`src/rtl/core/stb_pkg.sv`:
```
// Constants and request codes for the system timebase.
package stb_pkg;

   // Ticks are shifted left by this much before they are added
   localparam int TICK_SHIFT = 0;
   // Bit position of the one-second unit in a 64-bit time
   localparam int LSHIFT     = 10 + TICK_SHIFT;

   localparam int REQ_W  = 3;
   localparam int WORD_W = 32;
   localparam int TIME_W = 64;

   // Request codes
   localparam logic [REQ_W-1:0] REQ_INIT_FULL = 3'd0;
   localparam logic [REQ_W-1:0] REQ_INIT_UTC  = 3'd1;
   localparam logic [REQ_W-1:0] REQ_SET_FULL  = 3'd2;
   localparam logic [REQ_W-1:0] REQ_SET_UTC   = 3'd3;
   localparam logic [REQ_W-1:0] REQ_ADD_CLK   = 3'd4;
   localparam logic [REQ_W-1:0] REQ_ADD_TICK  = 3'd5;
   localparam logic [REQ_W-1:0] REQ_QUERY     = 3'd6;

   localparam int REQ_DATA_W = 6 * WORD_W;
   localparam int RSP_DATA_W = 7 * WORD_W;

endpackage

```
`src/rtl/core/system_timebase_top.sv`:
```
// System timebase: 64-bit system and start times with init, set, add and query requests.
//
// Usage:
//   Requests enter on the req_ stream: req_tuser carries the request kind,
//   req_tdata the time words, UTC seconds, subseconds, add amount and the
//   current hardware timer count. Every request gives exactly one item on
//   the rsp_ stream with the stored time, live time, UTC seconds and uptime.
//   One second is bit 10 + TICK_SHIFT of the 64-bit time.
// Pipeline and throughput:
//   A request is captured in an input register and its result then lands
//   in the output register, which drives rsp_tvalid and rsp_tdata. One
//   request per cycle is sustained while rsp_tready stays high; the update
//   of the two 64-bit time registers in one combinational step sets that figure.
// Reset:
//   Synchronous reset clears both times to zero and empties both registers.
// Stalls:
//   While rsp_tready is low the result holds; one more request may wait in
//   the input register, after which req_tready drops until the result leaves.
module system_timebase_top (
   input  logic                          clock,
   input  logic                          reset,
   // request stream
   input  logic                          req_tvalid,
   output logic                          req_tready,
   input  logic [stb_pkg::REQ_W-1:0]     req_tuser,  // req_type
   // time_upper, time_clocks, utc, subseconds, amount, live_count (low to high)
   input  logic [stb_pkg::REQ_DATA_W-1:0] req_tdata,
   // result stream
   output logic                          rsp_tvalid,
   input  logic                          rsp_tready,
   // base_upper, base_clocks, now_upper, now_clocks, utc_now, uptime_secs,
   // uptime_clocks (low to high)
   output logic [stb_pkg::RSP_DATA_W-1:0] rsp_tdata
);

   localparam int W = stb_pkg::WORD_W;
   localparam int L = stb_pkg::LSHIFT;

   // Input register
   logic                           in_valid_ff;
   logic [stb_pkg::REQ_W-1:0]      in_type_ff;
   logic [stb_pkg::REQ_DATA_W-1:0] in_data_ff;

   // Result register
   logic                           rsp_valid_ff;
   logic [stb_pkg::RSP_DATA_W-1:0] rsp_data_ff;
   logic [stb_pkg::RSP_DATA_W-1:0] rsp_data_in;

   // Time state
   logic [stb_pkg::TIME_W-1:0] sys_ff;
   logic [stb_pkg::TIME_W-1:0] start_ff;
   logic [stb_pkg::TIME_W-1:0] sys_in;
   logic [stb_pkg::TIME_W-1:0] start_in;

   logic advance;
   logic fire;

   // Unpacked request fields
   logic [W-1:0] time_upper;
   logic [W-1:0] time_clocks;
   logic [W-1:0] utc;
   logic [W-1:0] subseconds;
   logic [W-1:0] amount;
   logic [W-1:0] live_count;

   logic [stb_pkg::TIME_W-1:0] full_time;
   logic [stb_pkg::TIME_W-1:0] utc_stamp;
   logic [stb_pkg::TIME_W-1:0] live_wide;
   logic [stb_pkg::TIME_W-1:0] set_target;
   logic [stb_pkg::TIME_W-1:0] now_time;
   logic [W-1:0]               ticks;
   logic [W-1:0]               utc_now;
   logic [W-1:0]               start_secs;

   // Move the held item on when the result register is free or draining
   assign advance    = !rsp_valid_ff || rsp_tready;
   assign fire       = in_valid_ff && advance;
   assign req_tready = !in_valid_ff || advance;
   assign rsp_tvalid = rsp_valid_ff;
   assign rsp_tdata  = rsp_data_ff;

   assign time_upper  = in_data_ff[0*W +: W];
   assign time_clocks = in_data_ff[1*W +: W];
   assign utc         = in_data_ff[2*W +: W];
   assign subseconds  = in_data_ff[3*W +: W];
   assign amount      = in_data_ff[4*W +: W];
   assign live_count  = in_data_ff[5*W +: W];

   // Build candidate time values
   assign full_time  = {time_upper, time_clocks};
   assign utc_stamp  = {{W{1'b0}}, utc} << L;
   assign live_wide  = {{W{1'b0}}, live_count};
   assign ticks      = amount << stb_pkg::TICK_SHIFT;
   assign set_target = (in_type_ff == stb_pkg::REQ_SET_FULL) ? full_time
                     : (utc_stamp | {{W{1'b0}}, subseconds});

   // Next state for the request kind
   always_comb begin
      sys_in   = sys_ff;
      start_in = start_ff;
      case (in_type_ff)
         stb_pkg::REQ_INIT_FULL: begin
            sys_in   = full_time;
            start_in = full_time;
         end
         stb_pkg::REQ_INIT_UTC: begin
            sys_in   = utc_stamp;
            start_in = utc_stamp;
         end
         stb_pkg::REQ_SET_FULL, stb_pkg::REQ_SET_UTC: begin
            // shift start by (target - sys - live) so uptime carries over
            sys_in   = set_target;
            start_in = start_ff + set_target - sys_ff - live_wide;
         end
         stb_pkg::REQ_ADD_CLK: begin
            sys_in = sys_ff + {{W{1'b0}}, amount};
         end
         stb_pkg::REQ_ADD_TICK: begin
            sys_in = sys_ff + {{W{1'b0}}, ticks};
         end
         default: begin
            // query and the unused code leave the state alone
            sys_in   = sys_ff;
            start_in = start_ff;
         end
      endcase
   end

   // Derive the result from the updated state
   assign now_time   = sys_in + live_wide;
   assign utc_now    = now_time[L +: W];
   assign start_secs = start_in[L +: W];
   assign rsp_data_in = {now_time[W-1:0] - start_in[W-1:0],
                         utc_now - start_secs,
                         utc_now,
                         now_time[W-1:0],
                         now_time[2*W-1:W],
                         sys_in[W-1:0],
                         sys_in[2*W-1:W]};

   // Control and time state
   always_ff @(posedge clock) begin
      if (reset) begin
         in_valid_ff  <= 1'b0;
         rsp_valid_ff <= 1'b0;
         sys_ff       <= '0;
         start_ff     <= '0;
      end else begin
         if (req_tready) begin
            in_valid_ff <= req_tvalid;
         end
         if (advance) begin
            rsp_valid_ff <= in_valid_ff;
         end
         if (fire) begin
            sys_ff   <= sys_in;
            start_ff <= start_in;
         end
      end
   end

   // Payload registers
   always_ff @(posedge clock) begin
      if (req_tready && req_tvalid) begin
         in_type_ff <= req_tuser;
         in_data_ff <= req_tdata;
      end
      if (fire) begin
         rsp_data_ff <= rsp_data_in;
      end
   end

endmodule

```
`config.mk`:
```
export PLATFORM = sky130hd
export DESIGN_NAME = system_timebase_top
export DESIGN_NICKNAME = d
export VERILOG_FILES = /design/src/rtl/core/stb_pkg.sv /design/src/rtl/core/system_timebase_top.sv
export SDC_FILE = /design/constraint.sdc
export NUM_CORES = 1
export LEC_CHECK = 0
export BUFFER_PORTS_ARGS = -buffer_cell sky130_fd_sc_hd__buf_2
export CORE_MARGIN = 4
export CORE_UTILIZATION = 35
export CTS_CLUSTER_SIZE = 40
export DETAILED_ROUTE_END_ITERATION = 6
export PLACE_DENSITY = 0.54
export SYNTH_ARGS = -nofsm -noshare
export SYNTH_HDL_FRONTEND = slang
export SYNTH_SLANG_ARGS = --single-unit
```
`constraint.sdc`:
```
create_clock -name clock -period 19.8 [get_ports clock]
set_input_delay 1.98 -clock clock [delete_from_list [all_inputs] [get_ports clock]]
set_output_delay 1.98 -clock clock [all_outputs]
set_load 0.02 [all_outputs]
```
Yosys cells after proc, flatten, opt, wreduce, memory -nomap -nowiden. Index checks and enable logic that the tools add are counted.

Reduce and logical (&&, ||, !) cells: 11. Muxes and demuxes: 3. Equal/unequal tests: 5. Bitwise gates (word level): 1. $add $sub $neg: 7.

Operators with widths (count): $pmux W64 S4 (1); $pmux W64 S3 (1); $add A64 B32 Y64 (2); $add A64 B64 Y64 (1); $mux W64 (1); $sub A32 B32 Y32 (2); $sub A64 B32 Y64 (1); $sub A64 B64 Y64 (1); $or A42 B32 Y42 (1); $eq A3 B2 Y1 const B (2); $eq A3 B3 Y1 const B (2); $reduce_or A2 Y1 (2); $eq A3 B1 Y1 const B (1); $logic_not A3 Y1 (1); $reduce_bool A3 Y1 (1); $logic_and A1 B1 Y1 (2); $logic_not A1 Y1 (2); $logic_or A1 B1 Y1 (2); $reduce_and A2 Y1 (1).

Logic and storage cells: 35. Input bits: 199. Output and inout bits: 226. Register bits: 549.

Longest topological paths before layout. Gate-level depths: netlist (run 1).

Depth after elaboration: 7. Gate-level depth with buffers: 39. Gate-level depth less buffers: 35.

Worst setup path before layout (run 1). Ideal clock, no wire load.

Path kind: input to register. From: in rsp_tready. To: reg rsp_data_ff, in the netlist rsp_tdata[0] (enable). Required time: 19.168 ns. Setup time: 0.632 ns. Data arrival time: 8.063 ns. Path buffers: 2. Setup slack: 11.105 ns. Stages on the path: 5. Path through: nor2b_1 -> nand2b_1 -> inv_2 -> buf_1 -> clkbuf_1.

Cells in the longest elaborated chain, start to end: 2.

Ends and longest elaborated chain: start, declared (RTL line system_timebase_top.sv:30) `input logic rsp_tready,`; $logic_or A1 B1 Y1 (RTL line system_timebase_top.sv:76) `assign advance = !rsp_valid_ff || rsp_tready;`; $logic_and A1 B1 Y1 (RTL line system_timebase_top.sv:77) `assign fire = in_valid_ff && advance;`; net fire (RTL line system_timebase_top.sv:56) `logic fire;`; end signal, assigned (RTL line system_timebase_top.sv:169) `rsp_data_ff <= rsp_data_in;`; end, declared (RTL line system_timebase_top.sv:46) `logic [stb_pkg::RSP_DATA_W-1:0] rsp_data_ff;`.

The timed path passes the listed nets, and every way through them passes these cells. A chain may end at the register's enable or synchronous reset.

Worst setup path in the final report (run 1).
From: reg in_type_ff[2] (netlist name). To: reg rsp_data_ff, in the netlist rsp_tdata[191], data pin.

Elaborated cells between the ends (all ways): 16. Those cells by class: add/sub: 5; eq/ne: 5; mux: 3; reduce/logical: 3.

RTL lines: start, declared (RTL line system_timebase_top.sv:41) `logic [stb_pkg::REQ_W-1:0] in_type_ff;`; start signal, assigned (RTL line system_timebase_top.sv:165) `in_type_ff <= req_tuser;`; $eq A3 B2 Y1, or another cell as far along (RTL line system_timebase_top.sv:94, system_timebase_top.sv:101); $mux W64, or another cell as far along (RTL line system_timebase_top.sv:94) `assign set_target = (in_type_ff == stb_pkg::REQ_SET_FULL) ? full_time`; $pmux W64 S4 * (RTL line system_timebase_top.sv:101) `case (in_type_ff)`; net rsp_data_in, one bit (RTL line system_timebase_top.sv:47) `logic [stb_pkg::RSP_DATA_W-1:0] rsp_data_in;`; $add A64 B32 Y64 * (RTL line system_timebase_top.sv:130) `assign now_time = sys_in + live_wide;`; net now_time, one bit (RTL line system_timebase_top.sv:70) `logic [stb_pkg::TIME_W-1:0] now_time;`; $sub A32 B32 Y32 * (RTL line system_timebase_top.sv:134) `utc_now - start_secs,`; net rsp_data_in, one bit (RTL line system_timebase_top.sv:47).

The timed path passes the listed nets; every way through them passes the cells marked *.

==> flow_metrics.tcl, run 1 <==
set metrics [dict create \
    clk_latency_ns 0.64 \
    hold_path_class "flip-flop to flip-flop" \
    r2r_slack_ns 10.90 \
    drtIter0Drc 1790 \
    dieArea_um2 90600 \
    place_hpwl_mm 77.4 \
    clkPwrFrac_pct 27.4 \
    reg2reg_depth 31 \
    start_util_pct 35.3 \
    switchingPower_mw 1.53 \
    fin_tns_setup_ns 0 \
    reg2reg_from "in_type_ff[2]$_DFFE_PP_" \
    ant_nets 0 \
    setup_viol 0 \
    cts-resized-gates 0 \
    synth_top_flop_cell "edfxtp_1" \
    synth_edf_count 387 \
    min_to "sys_ff[5]$_SDFFE_PP0P_" \
    syn_avg_cell_area_um2 10.2 \
    syn-cell-area_um2 30100 \
    wl_mm 101 \
    rsz0062_at_grt "no" \
    cpMostUsedCell "a21oi_1" \
    worst_pin_slew_ns 1.18 \
    area_delta_synth_final_pct 17.0 \
    slew_viol_final 0 \
    internal-power_mw 2.55 \
    grt_max_degree 146 \
    rows 107 \
    vias_per_cell 5.24 \
    postCtsHoldBufs 0 \
    die_w_um 301 \
    clk_path_buf_depth 3 \
    nets 3728 \
    fin_cells 4503 \
    period_share_pct 45.0 \
    pwr-share-seq_pct 33.3 \
    place_inst 4377 \
    vias 23600 \
    yosysTopAreaCell "edfxtp_1" \
    design_area_um2 35200 \
    end_kind "flip-flop" \
    grt_pass1_wl_mm 148 \
    fmax_mhz 112 \
    path_max_fanout 38 \
    cp.arrival_ns 9.27 \
    place_area_um2 33100 \
    pwr-share-comb_pct 39.4 \
    drive_above_1_share_pct 19.4 \
    worst_path_max_delay_cell "o21ai_0" \
    wire_per_inst_um 22.5 \
    cts_sinks 495 \
    h-tree-depth 2 \
    synth_top_area_share_pct 38.7 \
    slew_headroom_pct 20.8 \
    worst_setup_path_start_kind "flip-flop" \
    reg2reg_to "rsp_tdata[191]$_DFFE_PP_" \
    gp_congestion 0.899 \
    cellPowerDensity_nw_per_um2 116 \
    io_buffers 424 \
    hold_viol_final 0 \
    cts_buffers 60 \
    overflow 0 \
    track_usage_pct 21.7 \
    drv_cap 0 \
    crit_path_max_incr_delay_ns 0.84 \
    pre_cts_ws_ns 10.89 \
    antenna_found_initial 23 \
    ys.warnings.count 0 \
    ioPinCount 425 \
    cts_root_buffer "clkbuf_16" \
    syn_inst 2932 \
    grt_pass1_vias 23200 \
    cts_tree "done" \
    clk_pin_slew_ns 0.06 \
    worstPathRequired_ns 20.17 \
    drc 0 \
    yosysSeqAreaShare_pct 45.9 \
    synthTopCellsByArea "edfxtp_1 39%, dfxtp_1 7.2%, ha_1 6.5%" \
    fin_crit_ns 8.90 \
    post_cts_buffers 0 \
    path_class "flip-flop to flip-flop" \
    peakVddDrop_v 0.0000693 \
    yosysUniqueCellTypes 104 \
    status "completed" \
    final.setup.worst_slack_ns 10.90 \
    synthArstFlopShare_pct 0 \
    die_h_um 301 \
    holdPathStages 2 \
    ys_ff_latch 495 \
    leakage_nw 14.0 \
    sw_frac_of_total_pct 37.5 \
    fin_skew_ns 0.0233 \
    syn_nets 3365 \
    design.core.area_um2 85100 \
    hold_start "sys_ff[5]$_SDFFE_PP0P_" \
    firstDrtPassIters 5 \
]
==> sequential cells by signal, indices dropped and copies added, names as in the netlist <==
signal	flops
in_valid_ff	1
rsp_tvalid	1
rsp_tdata	192
start_ff	42
in_type_ff	3
sys_ff	64
in_data_ff	192
==> cell usage after synthesis, types with 10 or more instances <==
cell	number
and2_1	19
inv_1	185
xor2_1	64
or3_1	12
fa_1	77
xnor2_1	125
nand4_1	28
or2_2	10
o21bai_1	24
mux2i_1	24
buf_4	33
o211ai_1	23
dfxtp_1	108
and4_1	12
edfxtp_1	387
a21oi_1	268
a21boi_0	14
nand2b_1	19
nand2_1	256
nor2b_1	26
a221oi_1	10
o21ai_0	169
a21o_1	65
o21a_1	38
nor3_1	49
nand3_1	38
a211oi_1	45
mux2_2	29
buf_1	24
ha_1	157
clkbuf_1	84
a22oi_1	28
nor2_1	255
a31oi_1	21
and3_1	29
==> power by group through the flow <==
stage	clock network, mW	registers [mW]	logic (mW)
floorplan	0	1.45	1.07
global placement	0	1.38	1.60
detailed placement	0	1.38	1.60
CTS	1.15	1.36	1.60
global route	1.19	1.37	1.78
finish	1.12	1.36	1.61
==> kinds of logic (layout without fill, tap and decap cells) <==
| logic type | count (synthesis) | after routing | share of synthesized area [%] |
|---|---|---|---|
| AO/OA/AOI/OAI | 825 | 825 | 17.5 |
| AND/OR/NAND/NOR | 794 | 794 | 12.6 |
| flip-flops | 495 | 495 | 45.9 |
| buffers and inverters | 339 | 753 | 4.69 |
| adder cells (fa/ha/maj) | 234 | 234 | 11.7 |
| XOR/XNOR | 191 | 191 | 5.64 |
| multiplexers | 54 | 54 | 1.96 |
| other | 0 | 13 | 0 |
==> placed cells by master (no fill, tap or decap), types with 108 or more instances in the layout <==
cell	netlist	final
xnor2_1	125	125
edfxtp_1	387	387
nor2_1	255	252
o21ai_0	169	169
nand2_1	256	256
inv_1	185	185
ha_1	157	157
dfxtp_1	108	108
buf_2	9	423
a21oi_1	268	268
==> layer usage <==
metal	up-vias	part of all wire [%]	wire, um	track usage (%)
li1	11400	-	-	-
met1	11300	44	44500	29.3
met2	748	46	46900	35.4
met3	139	7.4	7470	4.75
met4	12	2.5	2540	5.68
met5	-	0.066	67	0
==> critical path: cells and delay by family (launching register included) <==
kind	cells	cell delay (ns)
adders and majority gates	2	0.84
muxes	2	0.94
AOI/OAI and AO/OA	16	3.95
and+or+nand+nor	6	1.20
buffers and inverters	3	0.72
xor gates and xnor gates	2	0.58
DFF	1	0.38
==> cell type report <==
type | instances | area [um2]
fillers | 8458 | 50000
multi-input cells | 2098 | 14900
flip-flops and latches | 495 | 13800
repair buffers | 452 | 2330
clock buffers | 65 | 1540
well taps | 1144 | 1430
inverters | 188 | 714
clock inverters | 48 | 445
diodes | 13 | 32.5
==> through the flow <==
| step | power (mW) | utilization [%] | hold slack, ns |
|---|---|---|---|
| after floorplan | 2.52 | - | 0.453 |
| after global placement | 2.98 | 38.9 | 0.466 |
| after detailed placement | 2.98 | 38.9 | 0.476 |
| after CTS | 4.12 | 41.3 | 0.484 |
| after global routing | 4.34 | 41.3 | 0.516 |
| final | 4.08 | 41.3 | 0.480 |
==> how the worst max path moves through the flow <==
stage	to	slack (ns)	depth (start not counted)	from
4_1_cts	rsp_tdata[191]$_DFFE_PP_	10.85	31	in_type_ff[2]$_DFFE_PP_
3_3_place_gp	rsp_tdata[191]$_DFFE_PP_	11.05	33	in_data_ff[128]$_DFFE_PP_
6_report	rsp_tdata[191]$_DFFE_PP_	10.90	31	in_type_ff[2]$_DFFE_PP_
2_1_floorplan	rsp_tdata[0]$_DFFE_PP_	11.10	5	rsp_tready
5_1_grt	rsp_tdata[191]$_DFFE_PP_	10.11	33	in_data_ff[128]$_DFFE_PP_
3_5_place_dp	rsp_tdata[191]$_DFFE_PP_	10.89	31	in_type_ff[2]$_DFFE_PP_
No activity file was read; power rests on OpenSTA's default activity.
==> run 2, diff against run 1 <==
Clock period 19.8 ns to 8.5 ns, I/O delays scaled along.
==> run 2 against run 1 <==
- clock power increased by 140%
- sequential share of layout area decreased by 0.54 points
- first-iteration DRC count increased by 5.6%
- power increased by 140%
- sequential power increased by 130%
- non-clock buffer count increased by 39
- global-route usage increased by 0.14 points
- final cell count increased by 0.78%
- fmax increased by 12%
- utilization increased by 0.58 points
- via count increased by 0.24%
- critical path type unchanged
- largest cell class unchanged
==> flow_metrics.tcl, run 2 (synthesis results as in run 1) <==
set metrics [dict create \
    nFillCells 8442 \
    globalRouteMet3Util_pct 4.37 \
    reg2reg_to "rsp_tdata[191]$_DFFE_PP_" \
    final_cell_mix "423 x buf_2, 387 x edfxtp_1, 257 x a21oi_1, 256 x nand2_1, 252 x nor2_1" \
    postCtsHoldBufs 0 \
    start_util_pct 35.3 \
    cts_tree "done" \
    leakage_nw 14.3 \
    worst_pin_slew_ns 1.06 \
    cts_buffers 59 \
    hold_viol_final 0 \
    period_share_pct 93.8 \
    multiInputGateArea_um2 15000 \
    nets 3766 \
    cts_sinks 495 \
    grt.busiest_layer "met2" \
    worst_path_max_delay_cell "o211ai_1" \
    worst_setup_path_start_kind "flip-flop" \
    sw_frac_of_total_pct 36.4 \
    pre_cts_ws_ns 0.128 \
    slew_viol_final 0 \
    grt_max_degree 135 \
    area_delta_synth_final_pct 18.7 \
    final.setup.worst_slack_ns 0.531 \
    overflow 0 \
    io_buffers 424 \
    regArea_um2 13800 \
    switchingPower_mw 3.55 \
    gr-usage-met2_pct 36.0 \
    fmax_mhz 125 \
    drc 0 \
    drtIter0Drc 1890 \
    drv_cap 0 \
    setup_viol 0 \
    pwr-share-comb_pct 39.7 \
    grt_pass1_wl_mm 149 \
    cts_root_buffer "clkbuf_16" \
    clk_pin_slew_ns 0.06 \
    wl_mm 102 \
    pwr-share-seq_pct 32.3 \
    track_usage_pct 21.8 \
    cellPowerDensity_nw_per_um2 274 \
    fin_crit_ns 7.97 \
    wire_per_inst_um 22.4 \
    path_class "flip-flop to flip-flop" \
    r2r_slack_ns 0.53 \
    vias_per_cell 5.21 \
    die_w_um 301 \
    place_inst 4411 \
    status "completed" \
    grt_pass1_vias 23500 \
    reg2reg_depth 32 \
    final_common_cell "buf_2" \
    path_max_fanout 6 \
    gp_congestion 0.886 \
    hold_path_class "input pin to flip-flop" \
    die_h_um 301 \
    fin_tns_setup_ns 0 \
    rsz0062_at_grt "no" \
    startpoint "in_data_ff[129]$_DFFE_PP_" \
    fin_skew_ns 0.0209 \
    ioPinCount 425 \
    end_kind "flip-flop" \
    firstDrtPassIters 7 \
    cp.arrival_ns 8.33 \
    peakVddDrop_v 0.000138 \
    clkPwrFrac_pct 28.0 \
    fin_total_pwr_mw 9.76 \
    clk_latency_ns 0.62 \
    vias 23700 \
    rows 107 \
    fin_cells 4538 \
    h-tree-depth 2 \
    crit_path_max_incr_delay_ns 0.46 \
    dieArea_um2 90600 \
    antenna_found_initial 23 \
    reg2reg_from "in_data_ff[129]$_DFFE_PP_" \
    design.core.area_um2 85100 \
    worstPathRequired_ns 8.86 \
    internal-power_mw 6.21 \
    ant_nets 0 \
    cpMostUsedCell "a21oi_2" \
    slew_headroom_pct 29.3 \
    place_hpwl_mm 78.4 \
    critPathCapture "rsp_tdata[191]$_DFFE_PP_" \
    grt_use_met1_pct 29.5 \
    drive_above_1_share_pct 20.6 \
    clk_path_buf_depth 3 \
]
[run 2: cell types whose count changed in the layout (fill, tap and decap cells not counted), moves of 5 or more]
| cell | delta |
|---|---|
| buf_4 | +37 |
| a21oi_1 | -11 |
| a21oi_2 | +11 |
| bufinv_16 | +6 |
| clkinv_2 | -5 |
[run 2: cell type report]
type / instances / area share, %
well taps: 1144 / 4.01
diodes: 12 / 0.0842
clock buffers: 66 / 4.33
inverters: 188 / 2.00
multi-input cells: 2098 / 42.0
clock inverters: 44 / 1.52
flip-flops and latches: 495 / 38.7
repair buffers: 491 / 7.41
[run 2: routing by layer]
metal	vias to the layer above	share of wire, %
met5	-	0.083
met4	14	2.4
met3	136	7.1
met2	692	47
met1	11400	44
li1	11400	-
[run 2: stage by stage]
stage                     util (%)  hold WS (ns)  instance area [um2]
final                         41.9         0.400                35700
after global routing          41.8         0.367                35600
after CTS                     41.7         0.352                35500
after detailed placement      39.2         0.474                33400
after global placement        39.2         0.474                33400
after floorplan                  -         0.453                30100
[run 2: critical path, delay by kind of cell, from the launching register on]
family	cells	cell delay, ns
flip-flops	1	0.42
XOR/XNOR	3	0.75
adder cells (fa/ha/maj)	3	1.08
AO/OA/AOI/OAI	20	4.03
buffers and inverters	1	0.18
AND/OR/NAND/NOR	5	1.22
[run 2: how the worst min path moves through the flow]
| stage | cells after the start | slack [ns] | startpoint | to |
|---|---|---|---|---|
| 5_1_grt | 1 | 0.37 | req_tdata[41] | in_data_ff[41]$_DFFE_PP_ |
| 4_1_cts | 1 | 0.35 | req_tdata[150] | in_data_ff[150]$_DFFE_PP_ |
| 2_1_floorplan | 2 | 0.45 | sys_ff[5]$_SDFFE_PP0P_ | sys_ff[5]$_SDFFE_PP0P_ |
| 3_5_place_dp | 2 | 0.47 | start_ff[37]$_SDFFE_PP0P_ | start_ff[37]$_SDFFE_PP0P_ |
| 3_3_place_gp | 2 | 0.47 | start_ff[37]$_SDFFE_PP0P_ | start_ff[37]$_SDFFE_PP0P_ |
| 6_report | 1 | 0.40 | req_tdata[152] | in_data_ff[152]$_DFFE_PP_ |
[run 2: repair_timing]
| action | CTS | global route |
|---|---|---|
| endpoints found under the setup margin | 0 | 4 |
| setup buffers | 0 | 5 |
| resized for setup | 0 | 24 |
[run 2: power groups by stage]
stage          sequential (mW)  combinational [mW]  clock, mW
2_1_floorplan             3.38                2.49          0
3_3_place_gp              3.21                3.83          0
3_5_place_dp              3.21                3.83          0
4_1_cts                   3.16                3.85       2.81
5_1_grt                   3.18                4.28       2.90
6_report                  3.16                3.88       2.73
